## src/sse_pkg.sv

```systemverilog
// Shared types and codes for the sparse set engine.
// No dependencies; sse_ctrl, sse_dpath and the top level import this package.
package sse_pkg;

  localparam int ID_W    = 10;
  localparam int POS_W   = 10;
  localparam int COUNT_W = 11;

  localparam logic [1:0] MODE_INSERT = 2'd0;
  localparam logic [1:0] MODE_REMOVE = 2'd1;
  localparam logic [1:0] MODE_TEST   = 2'd2;
  localparam logic [1:0] MODE_READ   = 2'd3;

  typedef struct packed {
    logic [1:0]       mode;
    logic [ID_W-1:0]  item_id;
    logic [POS_W-1:0] read_pos;
  } in_item_t;

  typedef struct packed {
    logic               was_member;
    logic [COUNT_W-1:0] element_count;
    logic [POS_W-1:0]   slot_index;
    logic [ID_W-1:0]    read_id;
    logic               read_valid;
  } out_item_t;

  typedef struct packed {
    logic load;
    logic fire;
    logic clr;
  } ctl_cmd_t;

  typedef struct packed {
    logic out_busy;
    logic clr_last;
  } ctl_sts_t;

endpackage

```

## src/sse_ctrl.sv

```systemverilog
// Sequencing controller: clearing pass, accept, and result issue.
// Depends on sse_pkg.
module sse_ctrl (
  input  logic              clk,
  input  logic              rst_n,
  input  logic              in_valid,
  output logic              in_stall,
  input  sse_pkg::ctl_sts_t sts,
  output sse_pkg::ctl_cmd_t cmd
);
  import sse_pkg::*;

  typedef enum logic [1:0] {
    S_CLEAR,
    S_IDLE,
    S_LOOK
  } state_t;

  state_t state_r, state_nxt;

  always_comb begin
    state_nxt = state_r;
    case (state_r)
      S_CLEAR: begin
        if (sts.clr_last) begin
          state_nxt = S_IDLE;
        end
      end
      S_IDLE: begin
        if (in_valid) begin
          state_nxt = S_LOOK;
        end
      end
      S_LOOK: begin
        if (!sts.out_busy) begin
          state_nxt = S_IDLE;
        end
      end
      default: state_nxt = S_CLEAR;
    endcase
  end

  always_ff @(posedge clk) begin
    if (!rst_n) begin
      state_r <= S_CLEAR;
    end else begin
      state_r <= state_nxt;
    end
  end

  assign in_stall = (state_r != S_IDLE);
  assign cmd.load = (state_r == S_IDLE) && in_valid;
  assign cmd.fire = (state_r == S_LOOK) && !sts.out_busy;
  assign cmd.clr  = (state_r == S_CLEAR);

endmodule

```

## config.mk

```make
export PLATFORM = sky130hd
export DESIGN_NAME = sse_ctrl
export DESIGN_NICKNAME = d
export VERILOG_FILES = /design/src/sse_pkg.sv /design/src/sse_ctrl.sv
export SDC_FILE = /design/constraint.sdc
export NUM_CORES = 1
export LEC_CHECK = 0
export ABC_AREA = 1
export BUFFER_PORTS_ARGS = -buffer_cell sky130_fd_sc_hd__buf_2
export CAP_MARGIN = 40
export CELL_PAD_IN_SITES_DETAIL_PLACEMENT = 0
export CELL_PAD_IN_SITES_GLOBAL_PLACEMENT = 2
export CORE_AREA = 2 2 39 41
export DETAILED_ROUTE_END_ITERATION = 10
export DIE_AREA = 0 0 41 43
export HOLD_SLACK_MARGIN = 0.08
export MAX_ROUTING_LAYER = met4
export PLACE_DENSITY = 0.53
export SLEW_MARGIN = 20
export SYNTH_ARGS = -nofsm -noshare
export SYNTH_HDL_FRONTEND = slang
export SYNTH_SLANG_ARGS = --single-unit
```

## constraint.sdc

```tcl
create_clock -name clk -period 2.1 [get_ports clk]
set_input_delay 0.105 -clock clk [delete_from_list [all_inputs] [get_ports clk]]
set_output_delay 0.105 -clock clk [all_outputs]
set_load 0.03 [all_outputs]
```

==> flow_summary.json, run 1 <==
{
  "status": "finished clean",
  "finClkSkew_ps": 2.38,
  "synth_nets": 23,
  "cts-root-buf": "clkbuf_4",
  "cts.sinks": 2,
  "crit_type": "flop to primary output",
  "critical_path.endpoint": "cmd[1]",
  "startpoint_type": "flop",
  "crit_fanout": 4,
  "rsz0062_at_grt": "no",
  "syn_to_final_growth_pct": 77.6,
  "synth_area_leaders": "dfxtp_1, inv_1, nand2_1",
  "cts_buffers": 3,
  "drt-total-wl_um": 301,
  "yosys.area.top_type_share": 0.376,
  "worstMarginPinSlew_ps": 175,
  "reg2reg_depth": 4,
  "nets": 36,
  "grt_pass1_vias": 110,
  "num_vias": 151,
  "gp_congestion": 0.510,
  "grt_max_degree": 7,
  "crit_start": "state_r[1]",
  "fin_setup_tns_ps": 0,
  "synth_area_leader_cell": "dfxtp_1",
  "num_rows": 14,
  "path_clk_slew_ps": 30,
  "grt_use_total": 0.0462,
  "fin_crit_sh": 0.537,
  "cts_tree": "yes",
  "wl_per_cell_um": 6.69,
  "syn_area_sq_um": 106,
  "largest_reg_flops": 2,
  "ctsHoldBuffers": 0,
  "clock_latency_ps": 220,
  "whs_ps": 111,
  "crit_slowest_cell": "dfxtp_1",
  "reg2reg_slack_ps": 1350,
  "die_h_um": 43,
  "yosys_warnings": 0,
  "reg2reg_from": "state_r[0]",
  "dpl-instance-area_sq_um": 166,
  "hp-class": "primary input to flop",
  "cts_setup_buffers": 0,
  "finalCriticalPeriod_ps": 1130,
  "die_x_um": 41,
  "htreeDepth": 1,
  "grt_first_pass_wirelength_um": 414,
  "port_buffers": 8,
  "ys_ff_latch": 2,
  "critPathMaxStageDelay_ps": 350,
  "worstPathCellList": "inv_1 > nor3_1 > buf_2",
  "yosysSeqAreaShare": 0.376,
  "grt-ovfl-total": 0,
  "route.detailed.drc": 0,
  "place_ws_ps": 1200,
  "maxSlewHeadroom": 0.883,
  "dp_cells": 42,
  "fin_ws_ps": 971,
  "drtIter0Drc": 2,
  "critPathRequiredTime_ps": 2000,
  "final_cells": 45,
  "avgSynthCellArea_sq_um": 5.91,
  "synthCells": 18,
  "setup-violations-final": 0,
  "n_antenna_cell": 0,
  "layout-drive-gt1-share": 0.379,
  "fmax_ghz": 0.886,
  "fillers": 169,
  "core-area_sq_um": 1380,
  "final_cell_mix": "buf_2, inv_1, nand2_1",
  "mostFrequentLayoutCell": "buf_2",
  "routed_via_density": 3.36,
  "place_hpwl_um": 244,
  "maxCapViolCount": 0,
  "finalMaxSlewViolations": 0,
  "cp_data_arrival_time_ps": 1020,
  "p_per_area_nw_per_um2": 857,
  "die_area_sq_um": 1760,
  "stdcell_area_sq_um": 189,
  "r2r-end": "state_r[0]",
  "io_pins": 9,
  "postCtsResizedCells": 0,
  "final_util": 0.137,
  "design_power_total_uw": 162,
  "peakVddDrop_mv": 0.199,
  "antenna_found_initial": 0,
  "finalHoldViolCount": 0,
  "regMostFlops": "state_r",
  "ys_types": 8,
  "top_regs": "state_r x2",
  "dr.pass1.iters": 4,
  "antenna_left": 0,
  "initial_utilization": 0.0769,
  "clk_path_buf_depth": 2,
  "leakage_nw": 0.109,
  "critical_path.endpoint_type": "primary output"
}
[metal layers]
| metal | part of all wire | wire length, um | vias to the layer above | track usage |
|---|---|---|---|---|
| li1 | - | - | 77 | - |
| met1 | 0.45 | 136 | 63 | 0.0350 |
| met2 | 0.34 | 102 | 9 | 0.0406 |
| met3 | 0.18 | 54 | 2 | 0.0628 |
| met4 | 0.027 | 8 | 0 | 0.0600 |
| met5 | 0 | 0 | - | - |
[kinds of logic after synthesis]
kind of cell           synth area share
and+or+nand+nor                   0.353
DFF                               0.376
AOI/OAI and AO/OA                0.0940
buffers and inverters             0.176
[worst max-delay path, delay by kind of cell, from the launching register on]
family	cells	cell delay, ps
buffers and inverters	2	310
DFF	1	350
and+or+nand+nor	1	140
[worst min-delay path by stage]
stage / from / slack (ps) / depth (start not counted) / end
detailed placement: rst_n / 340 / 3 / state_r[1]
CTS: rst_n / 100 / 3 / state_r[1]
global placement: rst_n / 340 / 3 / state_r[1]
global route: rst_n / 120 / 3 / state_r[1]
floorplan: rst_n / 210 / 2 / state_r[1]
finish: rst_n / 110 / 3 / state_r[1]
[power breakdown]
group | internal, mW | switching [mW]
registers | 0.0413 | 0.00354
clock network | 0.0629 | 0.0201
logic | 0.0113 | 0.0229
[Yosys cell counts]
cell,count
dfxtp_1,2
o21ai_0,1
nand2_1,4
nor3_1,1
nor2_1,2
nand3_1,2
inv_1,5
a21oi_1,1
[cell type report]
| class | count | area [sq um] | area share |
|---|---|---|---|
| clock buffers | 3 | 22.5 | 0.119 |
| multi-input cells | 11 | 47.5 | 0.252 |
| inverters | 5 | 18.8 | 0.0993 |
| repair buffers | 8 | 40.0 | 0.212 |
| well taps | 16 | 20.0 | 0.106 |
| flip-flops and latches | 2 | 40.0 | 0.212 |
(Power assumes the default switching activity.)
==> run 2, diff against run 1 <==
Clock period 2.1 ns to 1.15 ns, I/O delays scaled along.
==> run 2 against run 1 <==
Effect of this change: worst hold slack better by 25 ps; die area stayed put; setup slack worse by 880 ps; sequential cell count stayed put; sequential share of layout area is 1.1 points lower; design area is 5.3% higher; via count is 5.3% lower; global-route usage is 0.19 points lower; first-iteration DRC count stayed put; critical path depth stayed put; total power is 89% higher; clock power is 93% higher; critical endpoint is now cmd[2]; largest cell class is now buffers.
==> flow_summary.json, run 2 (synthesis results as in run 1) <==
{
  "cts_setup_buffers": 0,
  "grt_use_total": 0.0442,
  "rsz0062_at_grt": "no",
  "cts-root-buf": "clkbuf_4",
  "io_pins": 9,
  "die_area_sq_um": 1760,
  "design_power_total_uw": 307,
  "die_x_um": 41,
  "leakage_nw": 0.113,
  "setup-violations-final": 0,
  "core-area_sq_um": 1380,
  "route.detailed.drc": 0,
  "hp-class": "primary input to flop",
  "drtIter0Drc": 2,
  "initial_utilization": 0.0769,
  "fmax_ghz": 0.944,
  "syn_to_final_growth_pct": 87.1,
  "port_buffers": 8,
  "cts.sinks": 2,
  "drt-total-wl_um": 319,
  "top_regs": "state_r x2",
  "clock_latency_ps": 230,
  "n_antenna_cell": 0,
  "regMostFlops": "state_r",
  "path_clk_slew_ps": 30,
  "htreeDepth": 1,
  "routed_via_density": 3.11,
  "p_per_area_nw_per_um2": 1540,
  "cts_tree": "yes",
  "finClkSkew_ps": 2.78,
  "maxCapViolCount": 0,
  "cp_data_arrival_time_ps": 1000,
  "cts_buffers": 3,
  "gp_congestion": 0.510,
  "layout-drive-gt1-share": 0.367,
  "dr.pass1.iters": 2,
  "peakVddDrop_mv": 0.325,
  "maxSlewHeadroom": 0.878,
  "fin_crit_sh": 0.921,
  "finalCriticalPeriod_ps": 1060,
  "finalMaxSlewViolations": 0,
  "num_rows": 14,
  "antenna_left": 0,
  "dpl-instance-area_sq_um": 166,
  "crit_type": "flop to primary output",
  "die_h_um": 43,
  "mostFrequentLayoutCell": "buf_2",
  "critPathRequiredTime_ps": 1090,
  "critical_path.endpoint_type": "primary output",
  "clk_path_buf_depth": 2,
  "final_cell_mix": "buf_2, inv_1, nand2_1",
  "crit_fanout": 6,
  "num_vias": 143,
  "antenna_found_initial": 0,
  "fin_setup_tns_ps": 0,
  "final_util": 0.144,
  "grt-ovfl-total": 0,
  "nets": 37,
  "stdcell_area_sq_um": 199,
  "postCtsResizedCells": 0,
  "startpoint_type": "flop",
  "status": "finished clean",
  "wl_per_cell_um": 6.93,
  "grt_max_degree": 7,
  "grt_pass1_vias": 114,
  "largest_reg_flops": 2,
  "finalHoldViolCount": 0,
  "grt_first_pass_wirelength_um": 386,
  "worstMarginPinSlew_ps": 182,
  "place_hpwl_um": 240
}
==> run 2: timing repair <==
item                       CTS  global route
hold buffers                 1             0
setup endpoints to repair    0             0
hold endpoints to repair     2             0
==> run 2: path summary, 6_finish.rpt <==
check	slack, ps	endpoint	start	cells past startpoint
min reg2reg	540	state_r[1]	state_r[1]	2
max	90	cmd[2]	state_r[0]	3
min	140	state_r[0]	in_valid	4
max reg2reg	400	state_r[1]	state_r[0]	2
==> run 2: final cells by class <==
type / instances / area [sq um]
fillers: 167 / 1180
well taps: 16 / 20.0
multi-input cells: 11 / 47.5
flip-flops and latches: 2 / 40.0
clock buffers: 3 / 22.5
repair buffers: 9 / 50.0
inverters: 5 / 18.8
==> run 2: worst max-delay path, cell delays in order, from the launching register on <==
cell,delay [ps]
dfxtp_1,390
nand3_1,130
inv_1,60
buf_2,180
==> run 2: power breakdown <==
group	leakage, nW	total, mW	switching [mW]	internal, mW
Combinational	0.0828	0.0649	0.0421	0.0228
Sequential	0.0165	0.0817	0.00628	0.0754
Clock	0.0138	0.160	0.0444	0.116
Total	0.113	0.307	0.0929	0.214
==> run 2: routing by layer <==
metal | global-route usage | vias up | wire length (um)
met5 | - | - | 0
met4 | 0.0800 | 0 | 0
met3 | 0.0314 | 0 | 48
met2 | 0.0469 | 7 | 144
met1 | 0.0322 | 58 | 126
li1 | - | 78 | -
==> run 2: per-stage QoR <==
stage / hold WS (ps) / cells / worst slack, ps
2_1_floorplan: 167 / 18 / 35.7
3_3_place_gp: 289 / 42 / 325
3_5_place_dp: 298 / 42 / 328
4_1_cts: 118 / 46 / 75.7
5_1_grt: 133 / 46 / 1.54
6_report: 136 / 46 / 90.6
